## src/rtl/core/polyline_hit_test_bbox_core_macros.svh

```systemverilog
// Assertion macros shared by the polyline hit test core.
// No dependencies; included by the controller and the datapath.
`ifndef POLYLINE_HIT_TEST_BBOX_CORE_MACROS_SVH
`define POLYLINE_HIT_TEST_BBOX_CORE_MACROS_SVH

// Same-cycle implication, disabled during reset.
`define PLHB_ASSERT(lbl, clk, rst_n, prop, msg) \
    lbl: assert property (@(posedge clk) disable iff (!rst_n) prop) \
        else $error(msg);

// Next-cycle implication, disabled during reset.
`define PLHB_ASSERT_NEXT(lbl, clk, rst_n, ante, cons, msg) \
    lbl: assert property (@(posedge clk) disable iff (!rst_n) (ante) |=> (cons)) \
        else $error(msg);

`endif

```

## src/rtl/core/plhb_pkg.sv

```systemverilog
// Package for the polyline hit test core: opcodes, register indexes,
// reset values and the controller/datapath command and status structs.
// No dependencies.
`timescale 1ns / 1ps
`default_nettype none

package plhb_pkg;

    localparam int TOL_W  = 12;
    localparam int TOL2_W = 24;

    localparam logic [1:0] OP_CLEAR  = 2'd0;
    localparam logic [1:0] OP_APPEND = 2'd1;
    localparam logic [1:0] OP_QUERY  = 2'd2;
    localparam logic [1:0] OP_NOP    = 2'd3;

    localparam logic [0:0] REG_HIT_TOLERANCE = 1'd0;
    localparam logic [0:0] REG_BOX_MARGIN    = 1'd1;

    localparam logic [TOL_W-1:0] TOL_RESET    = 12'd128;
    localparam logic [TOL_W-1:0] MARGIN_RESET = 12'd128;

    typedef struct packed {
        logic accept;
        logic exec;
        logic rd_fire;
        logic rd_first;
        logic load_out;
    } t_ctrl_cmd;

    typedef struct packed {
        logic is_query;
        logic few_points;
        logic rd_last;
        logic pipe_busy;
    } t_dp_stat;

endpackage

`default_nettype wire

```

## src/rtl/core/plhb_ctrl.sv

```systemverilog
// Controller for the polyline hit test core: item handshake, vertex walk
// sequencing and output register valid. Depends on plhb_pkg and the macros.
`timescale 1ns / 1ps
`default_nettype none
`include "polyline_hit_test_bbox_core_macros.svh"

module plhb_ctrl
    import plhb_pkg::*;
#(
    parameter int CNT_W = 8
) (
    input  wire logic             i_clk,
    input  wire logic             i_rst_n,
    input  wire logic             i_in_valid,
    output logic                  o_in_ready,
    output logic                  o_out_valid,
    input  wire logic             i_out_ready,
    input  wire t_dp_stat         i_stat,
    output t_ctrl_cmd             o_cmd,
    output logic      [CNT_W-1:0] o_rd_addr
);

    localparam logic [2:0] S_IDLE   = 3'd0;
    localparam logic [2:0] S_EXEC   = 3'd1;
    localparam logic [2:0] S_READ   = 3'd2;
    localparam logic [2:0] S_DRAIN  = 3'd3;
    localparam logic [2:0] S_FINISH = 3'd4;

    logic [2:0]       r_state, n_state;
    logic [CNT_W-1:0] r_rd_addr, n_rd_addr;
    logic             r_out_valid, n_out_valid;

    always_comb begin
        n_state   = r_state;
        n_rd_addr = r_rd_addr;
        o_cmd     = '0;
        case (r_state)
            S_IDLE: begin
                if (i_in_valid) begin
                    o_cmd.accept = 1'b1;
                    n_state      = S_EXEC;
                end
            end
            S_EXEC: begin
                o_cmd.exec = 1'b1;
                n_rd_addr  = '0;
                if (i_stat.is_query && !i_stat.few_points) begin
                    n_state = S_READ;
                end else begin
                    n_state = S_FINISH;
                end
            end
            S_READ: begin
                o_cmd.rd_fire  = 1'b1;
                o_cmd.rd_first = (r_rd_addr == '0);
                if (i_stat.rd_last) begin
                    n_state = S_DRAIN;
                end else begin
                    n_rd_addr = r_rd_addr + CNT_W'(1);
                end
            end
            S_DRAIN: begin
                if (!i_stat.pipe_busy) begin
                    n_state = S_FINISH;
                end
            end
            S_FINISH: begin
                if (!r_out_valid || i_out_ready) begin
                    o_cmd.load_out = 1'b1;
                    n_state        = S_IDLE;
                end
            end
            default: begin
                n_state = S_IDLE;
            end
        endcase
    end

    always_comb begin
        if (o_cmd.load_out) begin
            n_out_valid = 1'b1;
        end else if (i_out_ready) begin
            n_out_valid = 1'b0;
        end else begin
            n_out_valid = r_out_valid;
        end
    end

    always_ff @(posedge i_clk) begin
        if (!i_rst_n) begin
            r_state     <= S_IDLE;
            r_rd_addr   <= '0;
            r_out_valid <= 1'b0;
        end else begin
            r_state     <= n_state;
            r_rd_addr   <= n_rd_addr;
            r_out_valid <= n_out_valid;
        end
    end

    assign o_in_ready  = (r_state == S_IDLE);
    assign o_out_valid = r_out_valid;
    assign o_rd_addr   = r_rd_addr;

    `PLHB_ASSERT(a_no_walk_short, i_clk, i_rst_n, o_cmd.rd_fire |-> !i_stat.few_points, "vertex read with fewer than two points")
    `PLHB_ASSERT(a_finish_drained, i_clk, i_rst_n, (r_state == S_FINISH) |-> !i_stat.pipe_busy, "result formed while segment pipe busy")
    `PLHB_ASSERT_NEXT(a_load_to_idle, i_clk, i_rst_n, o_cmd.load_out, (r_state == S_IDLE) && r_out_valid, "output load did not return to idle")

endmodule

`default_nettype wire

```

## config.mk

```make
export PLATFORM = sky130hd
export DESIGN_NAME = plhb_ctrl
export DESIGN_NICKNAME = d
export VERILOG_FILES = /design/src/rtl/core/plhb_pkg.sv /design/src/rtl/core/plhb_ctrl.sv
export VERILOG_INCLUDE_DIRS = /design/src /design/src/rtl/core
export SDC_FILE = /design/constraint.sdc
export NUM_CORES = 1
export LEC_CHECK = 0
export BUFFER_PORTS_ARGS = -buffer_cell sky130_fd_sc_hd__buf_4
export CELL_PAD_IN_SITES_DETAIL_PLACEMENT = 1
export CELL_PAD_IN_SITES_GLOBAL_PLACEMENT = 1
export CORE_UTILIZATION = 37
export DETAILED_ROUTE_END_ITERATION = 12
export PLACE_DENSITY = 0.85
export SETUP_SLACK_MARGIN = 0.02
export SYNTH_ARGS = -nofsm -noshare
export SYNTH_HDL_FRONTEND = slang
export SYNTH_SLANG_ARGS = --single-unit
```

## constraint.sdc

```tcl
create_clock -name i_clk -period 2.6 [get_ports i_clk]
set_clock_uncertainty 0.15 [all_clocks]
set_input_delay 0.39 -clock i_clk [delete_from_list [all_inputs] [get_ports i_clk]]
set_output_delay 0.39 -clock i_clk [all_outputs]
set_load 0.05 [all_outputs]
```

# --- Yosys cells after proc, flatten, opt, wreduce, memory -nomap -nowiden ---
# Index checks and enable logic that the tools add are counted.
totals:
  register_bits: 12
  latch_bits: 0
  ramBits: 0
  romBits: 0
  inputBits: 8
  out_inout_bits: 15
  elab_cells: 39
  n_memories: 0
classes:
  n_addsub: 1
  n_mul: 0
  n_div: 0
  magnitude_cmp: 0
  n_eq_ne: 9
  n_shift: 0
  n_mux: 16
  bitwise_logic: 0
  n_reduce_logical: 10
ops:
  columns: ["operator", "n"]
  rows:
  - ["one-hot mux 8 bit (2 select lines)", 1]
  - ["2-to-1 mux 3 bit", 5]
  - ["one-hot mux 3 bit (5 select lines)", 1]
  - ["inequality test 2 bit, second input constant", 5]
  - ["adder 8 x 1 -> 8 bit, second input constant", 1]
  - ["logical NOT 8 bit", 1]
  - ["2-to-1 mux 8 bit", 1]
  - ["2-to-1 mux 1 bit", 7]
  - ["equality test 3 x 2 -> 1 bit, second input constant", 2]
  - ["AND reduction 4 bit", 1]
  - ["nonzero test 2 bit", 2]
  - ["equality test 3 x 1 -> 1 bit, second input constant", 1]
  - ["equality test 3 bit, second input constant", 1]
  - ["logical NOT 3 bit", 1]
  - ["logical NOT 1 bit", 2]
  - ["2-to-1 mux 2 bit", 1]
  - ["AND reduction 2 bit", 1]
  - ["logical AND 1 bit", 1]
  - ["logical OR 1 bit", 1]

# --- Longest topological paths before layout ---
# Gate-level depths: netlist (run 1).
logic_depth:
  word_depth: 5
  ltp_mapped: 5
  mapped_depth_nobuf: 5

# --- Least setup slack after synthesis (run 1) ---
# No wires, ideal clock.
synth_timing:
  path_kind: "register to output"
  startpoint: "reg r_state[1]"
  endpoint: "out o_cmd[1] in the netlist's numbering"
  t_arrival_ps: 2703
  slack_ps: -643
  stages_incl_launch_ff: 5
  n_path_buf: 1
  path_cell_list: "dfxtp_1 -> clkbuf_1 -> and2_1 -> nand2_1 -> nor4_1"
synth_lines:
  columns: ["item", "line_no", "text"]
  rows:
  - ["from (decl)", "plhb_ctrl.sv:29", "logic [2:0] r_state, n_state;"]
  - ["from (signal assigned)", "plhb_ctrl.sv:95", "r_state <= n_state;"]
  - ["to (decl)", "plhb_ctrl.sv:19", "output t_ctrl_cmd o_cmd,"]

==> summary.md, run 1 <==
| Metric | Value |
|---|---|
| Status | `completed` |
| Leading area contributor after synthesis | `dfxtp_1` |
| Netlist cell types | `34` |
| Latest clock arrival within the worst-skew pair | `0.27 ns` |
| DRT iter0 DRCs | `6` |
| Final hold vios | `0` |
| Top-area cell type share of the netlist area | `about 35%` |
| Mapped cell area | `696 sq um` |
| Setup_tns | `0 ns` |
| Hold Buf Count CTS | `0` |
| Max-Cap Viols | `0` |
| DRC viols | `0` |
| Int Power | `between 0.3 and 0.4 mW` |
| Ys async rst share | `0%` |
| Num ports | `23` |
| DR vias | `~660` |
| Syn Nets | `88` |
| Critical Path AT | `1.58 ns` |
| Fraction of layout cells with a size suffix above 1 | `between 30% and 40%` |
| Vias in the first global route | `between 500 and 600` |
| CP cell instances | `nor2_1 > and2_1 > nand2_1 > nor4_2 > buf_4` |
| Ys flop type | `dfxtp_1` |
| Critical Path End Type | `primary output` |
| Setup Viol. Count Final | `0` |
| Power, Total | `0.422 mW` |
| Final net count | `~110` |
| Die H | `45.4 um` |
| Initial Util | `39.9%` |
| Synth Area in XOR/XNOR | `6.29%` |
| Complex-gate fraction of the synthesized area | `around 15%` |
| # rows | `15` |
| CP max-delay cell | `dfxtp_1` |
| Worst IR Drop VDD | `0.201 mV` |
| Top cells by count, synth | `dfxtp_1, nor2_1` |
| Multiplexer area fraction after synthesis | `1.44%` |
| CTS Root Cell | `clkbuf_4` |
| DRT antenna net count | `0` |
| Grt ovf | `0` |
| Post-Route WL | `1710 um` |
| CP Launch Type | `flip-flop` |
| First-pass detailed-route iteration total | `4` |
| Worst path buffer plus inverter count | `1` |
| GRT Util Overall | `17.5%` |
| Num Clock Sinks | `12` |
| IO Port Bufs | `22` |
| Net Switching | `0.121 mW` |
| Delay of the slowest cell on the worst path | `around 0.47 ns` |
| Largest family of logic cells by synthesized area | `simple AND/OR/NAND/NOR gates` |
| Max Fclk | `about 470 MHz` |
| Core ar. | `about 1700 sq um` |
| Layout area overhead | `31.3%` |
| Sequential share of power | `a little under half` |
| Combinational share of power | `17.7%` |
| Sequential element share of the synthesized area | `between 30% and 40%` |
| Post-synth EDFFs | `0` |
| Final RePlAce weighted congestion | `0.781` |
| Ant diodes | `0` |
| Hold crit path type | `in2reg` |
| LEAKAGE | `0.361 nW` |
| Area contributors post-synth | `dfxtp_1, xor2_1, nor2_1, ha_1, nor4b_4` |
| Global-route wire length before repair | `2570 um` |
| H-tree depth | `1` |
| Full die area | `2060 sq um` |
| CP max FO | `14` |
| Clock transition at the registers of the reported paths | `around 0.080 ns` |
| Die Width | `45.4 um` |
| DP HPWL | `1350 um` |
| Largest net degree at the start of global routing | `15` |
| DR WL/cell | `13.7 um` |
| Synthesis warning total | `0` |
| Most frequent cell after synthesis | `dfxtp_1` |
| Clock Path Buffers | `2` |
| Pwr per Cell Area | `about 460 nW/um^2` |
| Final worst-path cycle share | `approximately four fifths` |
| Slew HR | `65.8%` |
| Kind of cell adding the most delay to the critical path | `simple AND/OR/NAND/NOR gates` |
| Clock share of power | `35.8%` |
| RSZ-0062 raised after global routing | `false` |
| Antenna violations before repair | `0` |
| Pins Over Slew Limit | `0` |
| Post-synthesis cell count | `78` |
| Setup CP Type | `reg2out` |
| Critical Path RT | `2.06 ns` |
| Slew at the pin closest to its max-slew limit | `slightly above 0.5 ns` |
| Postcts setup bufs | `0` |
| TritonCTS clock tree | `done` |
| Sw Share | `28.7%` |
| FILL cells | `approximately 220` |
| CTS-repair resized insts | `0` |
| Vias/cell | `roughly 5.3` |
| Num CTS Buffers | `3` |
| Post-synthesis adder-cell area fraction | `between 3 and 4%` |
| Synth Register Bits | `12` |
| Post-synthesis simple-gate area fraction | `~33%` |
| Non-Filler Instances | `125` |
| Avg Cell Area, Syn | `8.92 sq um` |
| Placed cells | `between 100 and 150` |
| Tmin final | `2.12 ns` |
## kinds of logic after synthesis
group / after synthesis
and+or+nand+nor: 34
AOI/OAI and AO/OA: 16
buffers and inverters: 8
muxes: 1
xor gates and xnor gates: 5
DFF: 12
adders and majority gates: 2
## per-layer routing
layer  global-route usage (%)  up-vias  part of all wire, %
li1                         -      326                    -
met1                     19.9      320                   42
met2                     32.5       15                   54
met3                     2.40        2                  3.5
met4                     7.27        0                 0.35
met5                        0        -                    0
## per-stage QoR
step                utilization [%]  hold slack (ns)  setup slack [ns]  cell area (sq um)
floorplan                         -            0.358           -0.0997                707
global placement               50.3            0.348             0.798                877
detailed placement             50.3            0.361             0.731                877
CTS                            52.3            0.228             0.457                913
global route                   52.3            0.226             0.317                913
finish                         52.3            0.229             0.480                913
## registers in the layout, indices dropped and copies added (netlist names)
name / cells
o_out_valid: 1
o_rd_addr: 8
r_state: 3
## layout make-up
class	count	area (sq um)	area share, %
repair buffers	22	165	18.1
multi-input cells	58	425	46.6
inverters	4	15.0	1.64
clock buffers	4	36.3	3.97
flip-flops and latches	12	240	26.3
well taps	25	31.3	3.42
## final timing paths
check / start / endpoint / slack (ns) / cells after the start
max reg2reg: r_state[1] / o_rd_addr[7] / 0.71 / 4
min: i_rst_n / o_out_valid / 0.23 / 2
max: r_state[0] / o_cmd[1] / 0.48 / 5
min reg2reg: o_rd_addr[7] / o_rd_addr[7] / 0.37 / 2
## cell usage in the layout (no fill, tap or decap), types with 3 or more instances in the layout
| master | n |
|---|---|
| xor2_1 | 4 |
| o21ai_0 | 4 |
| nor2_1 | 7 |
| a21oi_1 | 4 |
| clkbuf_4 | 3 |
| and2_1 | 3 |
| dfxtp_1 | 12 |
| inv_1 | 4 |
| buf_4 | 22 |
| nand2_1 | 3 |
## power groups by stage
| stage | combinational (mW) | clock (mW) | sequential (mW) |
|---|---|---|---|
| 3_5_place_dp | 0.0750 | 0 | 0.201 |
| 3_3_place_gp | 0.0733 | 0 | 0.200 |
| 5_1_grt | 0.0795 | 0.166 | 0.198 |
| 4_1_cts | 0.0753 | 0.155 | 0.196 |
| 2_1_floorplan | 0.0542 | 0 | 0.197 |
| 6_report | 0.0746 | 0.151 | 0.196 |
Note: power is estimated with default switching activity, not from simulation.
==> run 2, diff against run 1 <==
--- a/config.mk
+++ b/config.mk
@@ -6,12 +6,13 @@
 export SDC_FILE = /design/constraint.sdc
 export NUM_CORES = 1
 export LEC_CHECK = 0
+export ABC_AREA = 1
 export BUFFER_PORTS_ARGS = -buffer_cell sky130_fd_sc_hd__buf_4
 export CELL_PAD_IN_SITES_DETAIL_PLACEMENT = 1
 export CELL_PAD_IN_SITES_GLOBAL_PLACEMENT = 1
-export CORE_UTILIZATION = 37
+export CORE_UTILIZATION = 33
 export DETAILED_ROUTE_END_ITERATION = 12
-export PLACE_DENSITY = 0.85
+export PLACE_DENSITY = 0.81
 export SETUP_SLACK_MARGIN = 0.02
 export SYNTH_ARGS = -nofsm -noshare
 export SYNTH_HDL_FRONTEND = slang
==> constraint.sdc (replaced) <==
create_clock -name i_clk -period 2 [get_ports i_clk]
set_clock_uncertainty 0.15 [all_clocks]
set_input_delay 0.3 -clock i_clk [delete_from_list [all_inputs] [get_ports i_clk]]
set_output_delay 0.3 -clock i_clk [all_outputs]
set_load 0.05 [all_outputs]
==> run 2 against run 1 <==
- final area increased by 5.9%
- register-to-register slack worse by 0.21 ns
- die area up 18%
- area after synthesis up 6.5%
- largest power group is now combinational logic
- total power grew to 3.4 times the previous value
==> summary.md, run 2 <==
| Metric | Value |
|---|---|
| Pwr per Cell Area | `1500 nW/um^2` |
| CP cell instances | `inv_1 > ha_1 > nand3_1 > and3b_2 > buf_4` |
| Synthesis warning total | `0` |
| Setup CP Type | `reg2out` |
| Num ports | `23` |
| Leading area contributor after synthesis | `dfxtp_1` |
| Post-synthesis cell count | `around 110` |
| DRC viols | `0` |
| Ys flop type | `dfxtp_1` |
| Die Width | `a little under 50 um` |
| Setup Viol. Count Final | `0` |
| Netlist cell types | `23` |
| Critical Path End Type | `primary output` |
| Clock share of power | `10.4%` |
| Ant diodes | `0` |
| R2R setup slack | `0.50 ns` |
| Avg Cell Area, Syn | `6.61 sq um` |
| Final worst-path cycle share | `94.1%` |
| Synth Register Bits | `12` |
| Max Fclk | `531 MHz` |
| Worst path buffer plus inverter count | `2` |
| Antenna violations before repair | `0` |
| TritonCTS clock tree | `done` |
| Reg2Reg Capture Point | `o_rd_addr[6]` |
| Delay of the slowest cell on the worst path | `0.42 ns` |
| Grt ovf | `0` |
| DR WL/cell | `between 10 and 15 um` |
| Latest clock arrival within the worst-skew pair | `approximately 0.27 ns` |
| Area contributors post-synth | `dfxtp_1, nand2_1, inv_1, nor2_1, nand3_1` |
| CTS Root Cell | `clkbuf_4` |
| Critical Path RT | `1.55 ns` |
| Clock transition at the registers of the reported paths | `0.08 ns` |
| Power, Total | `1.45 mW` |
| Num Clock Sinks | `12` |
| GRT Util Overall | `17.8%` |
| Hold Buf Count CTS | `0` |
| Final hold vios | `0` |
| DP HPWL | `about 1500 um` |
| Hold crit path type | `in2reg` |
| Vias in the first global route | `820` |
| Met2 GRT Util | `31.7%` |
| Non-Filler Instances | `162` |
| Post-synth EDFFs | `0` |
| Ys async rst share | `0%` |
| Commonest non-fill, non-tap cells in the layout | `nand2_1, buf_4, inv_1` |
| Critical path endpoint | `o_cmd[1]` |
| First-pass detailed-route iteration total | `3` |
| Kind of cell adding the most delay to the critical path | `flip-flops` |
| CP Depth | `5` |
| Combinational share of power | `65.1%` |
| Final instance area | `967 sq um` |
| Slew HR | `between 70% and 80%` |
| Sequential share of power | `between 20 and 25%` |
| Syn Nets | `around 120` |
| DRT antenna net count | `0` |
| Initial Util | `about 36%` |
| Die H | `49.4 um` |
| CP max-delay cell | `dfxtp_1` |
| Clock Path Buffers | `2` |
| Post-Route WL | `1940 um` |
| Slew at the pin closest to its max-slew limit | `about 0.31 ns` |
| Grt met1 use | `between 20% and 30%` |
| Setup_tns | `0 ns` |
| Largest net degree at the start of global routing | `14` |
| Sequential element share of the synthesized area | `32.4%` |
| Worst IR Drop VDD | `0.786 mV` |
| Full die area | `approximately 2400 sq um` |
| Worst setup path start | `o_rd_addr[0]` |
| Final net count | `147` |
| CTS-repair resized insts | `1` |
| Placed cells | `159` |
| Core ar. | `2040 sq um` |
| Num CTS Buffers | `3` |
| Area after DPL | `~940 sq um` |
| Most frequent cell after synthesis | `nand2_1` |
| H-tree depth | `1` |
| Status | `completed` |
| Max-Cap Viols | `0` |
| CP max FO | `5` |
| Most common cell after layout, fill and taps aside | `nand2_1` |
| Tmin final | `1.88 ns` |
| Mapped cell area | `741 sq um` |
| Net Switching | `0.811 mW` |
| RSZ-0062 raised after global routing | `false` |
| CP Launch Type | `flip-flop` |
| DRT iter0 DRCs | `7` |
| # rows | `16` |
| Fraction of layout cells with a size suffix above 1 | `31.1%` |
| Critical Path AT | `1.43 ns` |
| Top-area cell type share of the netlist area | `between 30% and 40%` |
| Top cells by count, synth | `nand2_1, inv_1, nor2_1` |
| Sw Share | `55.9%` |
| R2R Path Start | `o_rd_addr[0]` |
| Global-route wire length before repair | `around 3400 um` |
| LEAKAGE | `0.458 nW` |
| Postcts setup bufs | `0` |
| IO Port Bufs | `22` |
| Met3 GRT Util | `roughly 3.7%` |
| Max reg flops | `8` |
| Layout area overhead | `30.6%` |
| Int Power | `0.639 mW` |
| Worst Reg-to-Reg Cells | `8` |
| GR peak layer | `met2` |
| Pins Over Slew Limit | `0` |
| Vias/cell | `4.81` |
| DR vias | `780` |
| Final RePlAce weighted congestion | `~0.85` |
## run 2: changes by cell type in the layout (fill, tap and decap cells not counted), moves of 3 or more
cell | before | now
a21oi_1 | 4 | 8
and2_1 | 3 | 0
inv_1 | 4 | 17
nand2_1 | 3 | 26
nand3_1 | 1 | 9
nor2_1 | 7 | 15
nor2_4 | 0 | 3
o21ai_0 | 4 | 1
xor2_1 | 4 | 0
## run 2: cells by family after synthesis
group,share of synthesized area [%]
compound gates,8.95
fa+ha+maj,3.38
buf+inv,12.7
flops,32.4
simple gates,42.6
## run 2: layout make-up
cell class,count,area (sq um)
fillers,277,1070
multi-input cells,79,428
flip-flops and latches,12,243
repair buffers,23,173
inverters,18,67.6
well taps,27,33.8
clock buffers,3,22.5
## run 2: power groups by stage
stage	registers [mW]	clock network (mW)	logic, mW
floorplan	0.393	0	0.699
global placement	0.344	0	0.926
detailed placement	0.349	0	0.943
CTS	0.352	0.157	0.952
global route	0.365	0.168	1.02
finish	0.355	0.151	0.944
## run 2: stage by stage
| stage | setup slack (ns) | hold WS [ns] | utilization, % |
|---|---|---|---|
| after floorplan | 0.195 | 0.270 | - |
| after detailed placement | 0.303 | 0.342 | 45.9 |
| after global routing | 0.0490 | 0.143 | 47.4 |
| after CTS | 0.0480 | 0.131 | 47.2 |
| final | 0.118 | 0.131 | 47.4 |
| after global placement | 0.378 | 0.328 | 45.9 |
## run 2: worst reg2reg max path: stages (launching register included)
cell,delay (ns)
dfxtp_1,0.42
ha_1,0.20
nand2_1,0.08
inv_1,0.09
nand3_1,0.09
nor2_1,0.17
nand2_1,0.08
nand2_1,0.08
a21oi_2,0.05
## run 2: worst min-delay path by stage
stage	start	endpoint	slack (ns)	cells past startpoint
floorplan	i_rst_n	r_state[2]	0.27	2
global placement	o_rd_addr[7]	o_rd_addr[7]	0.33	2
detailed placement	o_rd_addr[7]	o_rd_addr[7]	0.34	2
CTS	i_rst_n	r_state[1]	0.13	3
global route	i_rst_n	r_state[1]	0.14	3
finish	i_rst_n	r_state[0]	0.13	3
## run 2: metal layers
| layer | share of wire, % | vias to the layer above |
|---|---|---|
| met4 | 1.3 | 0 |
| li1 | - | 399 |
| met3 | 3.0 | 4 |
| met2 | 51 | 12 |
| met1 | 44 | 365 |
| met5 | 0 | - |
==> run 3, diff against run 2 <==
--- a/config.mk
+++ b/config.mk
@@ -7,12 +7,12 @@
 export NUM_CORES = 1
 export LEC_CHECK = 0
 export ABC_AREA = 1
-export BUFFER_PORTS_ARGS = -buffer_cell sky130_fd_sc_hd__buf_4
 export CELL_PAD_IN_SITES_DETAIL_PLACEMENT = 1
 export CELL_PAD_IN_SITES_GLOBAL_PLACEMENT = 1
-export CORE_UTILIZATION = 33
+export CORE_UTILIZATION = 40
 export DETAILED_ROUTE_END_ITERATION = 12
-export PLACE_DENSITY = 0.81
+export DONT_BUFFER_PORTS = 1
+export PLACE_DENSITY = 0.79
 export SETUP_SLACK_MARGIN = 0.02
 export SYNTH_ARGS = -nofsm -noshare
 export SYNTH_HDL_FRONTEND = slang
==> run 3 against run 2 <==
- non-clock buffer count down 8
- total power up 1.4%
- wire length up 3.5%
- global-route usage up 4.1 points
- worst hold slack worse by 0.11 ns
- sequential share of layout area up 1.2 points
- flip-flop and latch count unchanged
- sequential power up 6.8%
- utilization up 5.9 points
- clock power up 28%
- die area down 17%
- critical path type unchanged
- largest cell class unchanged
- highest routed layer unchanged
==> summary.md, run 3 (synthesis gave the netlist of run 2 again) <==
| Metric | Value |
|---|---|
| Ant diodes | `0` |
| Tmin final | `1.88 ns` |
| Kind of cell adding the most delay to the critical path | `simple AND/OR/NAND/NOR gates` |
| Combinational share of power | `61.0%` |
| Sw Share | `55.9%` |
| DRC viols | `0` |
| Final Hold Slack | `0.0185 ns` |
| Net Switching | `0.822 mW` |
| CP max FO | `6` |
| LEAKAGE | `between 0.4 and 0.5 nW` |
| Max-Cap Viols | `0` |
| Final worst-path cycle share | `93.8%` |
| Die Width | `approximately 45 um` |
| CP max-delay cell | `dfxtp_1` |
| Setup CP Type | `reg2out` |
| Hold path endpoint | `o_rd_addr[1]` |
| GRT Util Overall | `21.9%` |
| Sequential share of power | `25.8%` |
| TritonCTS clock tree | `done` |
| CP cell instances | `nor2_4 > inv_1 > nor2_4 > and3b_2` |
| Slew at the pin closest to its max-slew limit | `between 0.3 and 0.4 ns` |
| Max reg flops | `8` |
| Die H | `45.0 um` |
| Antenna violations before repair | `0` |
| Largest net degree at the start of global routing | `14` |
| Hold Path Depth | `2` |
| Final net count | `139` |
| Reg2Reg Capture Point | `r_state[1]` |
| Max Fclk | `533 MHz` |
| DP HPWL | `1560 um` |
| Pwr per Cell Area | `roughly 1600 nW/um^2` |
| # rows | `15` |
| Slew HR | `77.5%` |
| H-tree depth | `1` |
| Clock transition at the registers of the reported paths | `approximately 0.08 ns` |
| Postcts setup bufs | `0` |
| Status | `completed` |
| Global-route wire length before repair | `3130 um` |
| Final RePlAce weighted congestion | `0.815` |
| Final hold vios | `0` |
| Pins Over Slew Limit | `0` |
| Setup_tns | `0 ns` |
| Clock share of power | `13.2%` |
| Post-Route WL | `2000 um` |
| FILL cells | `247` |
| Layout area overhead | `24.2%` |
| Vias/cell | `4.93` |
| Worst Reg-to-Reg Cells | `8` |
| CTS Root Cell | `clkbuf_4` |
| Delay of the slowest cell on the worst path | `0.41 ns` |
| Worst setup path start | `r_state[2]` |
| Critical Path End Type | `primary output` |
| DR WL/cell | `roughly 13 um` |
| Initial Util | `42.9%` |
| Core ar. | `1730 sq um` |
| Commonest non-fill, non-tap cells in the layout | `nand2_1, inv_1, nor2_1` |
| Clock Path Buffers | `2` |
| DR vias | `754` |
| Hold crit path type | `in2reg` |
| First-pass detailed-route iteration total | `4` |
| Vias in the first global route | `732` |
| Num CTS Buffers | `3` |
| CP most frequent cell | `nor2_4` |
| CP Launch Type | `flip-flop` |
| Full die area | `between 2000 and 2500 sq um` |
| Num ports | `23` |
| R2R setup slack | `~0.37 ns` |
| DRT iter0 DRCs | `4` |
| Most common cell after layout, fill and taps aside | `nand2_1` |
| RSZ-0062 raised after global routing | `false` |
| IO Port Bufs | `0` |
| Latest clock arrival within the worst-skew pair | `0.27 ns` |
| Worst IR Drop VDD | `0.948 mV` |
| Critical Path RT | `~1.6 ns` |
| Num Clock Sinks | `12` |
| Grt ovf | `0` |
| Fraction of layout cells with a size suffix above 1 | `approximately 26%` |
| Setup Viol. Count Final | `0` |
| Worst path buffer plus inverter count | `1` |
| Int Power | `approximately 0.65 mW` |
| Critical Path AT | `around 1.4 ns` |
| DRT antenna net count | `0` |
| R2R Path Start | `r_state[2]` |
| Hold path start | `i_rst_n` |
run 3: metrics by stage:
step	area, sq um	cells	util (%)	worst slack (ns)	power, mW
CTS	913	153	52.9	0.0406	1.46
global route	920	153	53.3	0.0574	1.57
finish	920	153	53.3	0.123	1.47
detailed placement	867	148	50.2	0.353	1.26
floorplan	757	112	-	0.195	1.09
global placement	867	148	50.2	0.387	1.22
run 3: layer usage:
layer  up-vias  track usage [%]  routed length [um]
met5         -                0                   0
met4         0             10.9                  79
met3         8             4.80                  95
li1        383                -                   -
met1       344             25.6                 802
met2        19             37.4                1020
run 3: worst max path at each step:
stage	to	slack [ns]	depth (start not counted)
after floorplan	o_cmd[1]	0.19	4
after detailed placement	o_cmd[1]	0.35	3
final	o_cmd[1]	0.12	4
after global placement	o_cmd[1]	0.39	3
after CTS	o_cmd[1]	0.04	3
after global routing	o_cmd[1]	0.06	4
run 3: area by class of cell:
cell class	instances	area, sq um	share of cell area [%]
Multi-Input combinational cell	79	428	46.5
Sequential cell	12	241	26.3
Timing Repair Buffer	15	115	12.5
Inverter	18	67.6	7.35
Clock buffer	4	36.3	3.95
Tap cell	25	31.3	3.40
run 3: worst reg2reg max path, cell delays in order (launching register included):
cell and delay, ns:
dfxtp_1 0.53, nor2_4 0.08, inv_1 0.15, nor2_4 0.04
buf_4 0.19, a21oi_1 0.21, nand2_1 0.09, nand2_1 0.06
nor2_1 0.04
run 3: what timing repair did:
item                       CTS  global route
setup endpoints to repair    0             1
hold buffers                 1             0
hold endpoints to repair     3             0
resized for setup            0             2
run 3: power by group through the flow:
stage               Clock, mW  Combinational (mW)  Sequential [mW]
global placement            0               0.852            0.371
finish                  0.194               0.897            0.379
global route            0.214               0.965            0.391
floorplan                   0               0.699            0.393
CTS                     0.201               0.892            0.369
detailed placement          0               0.881            0.376
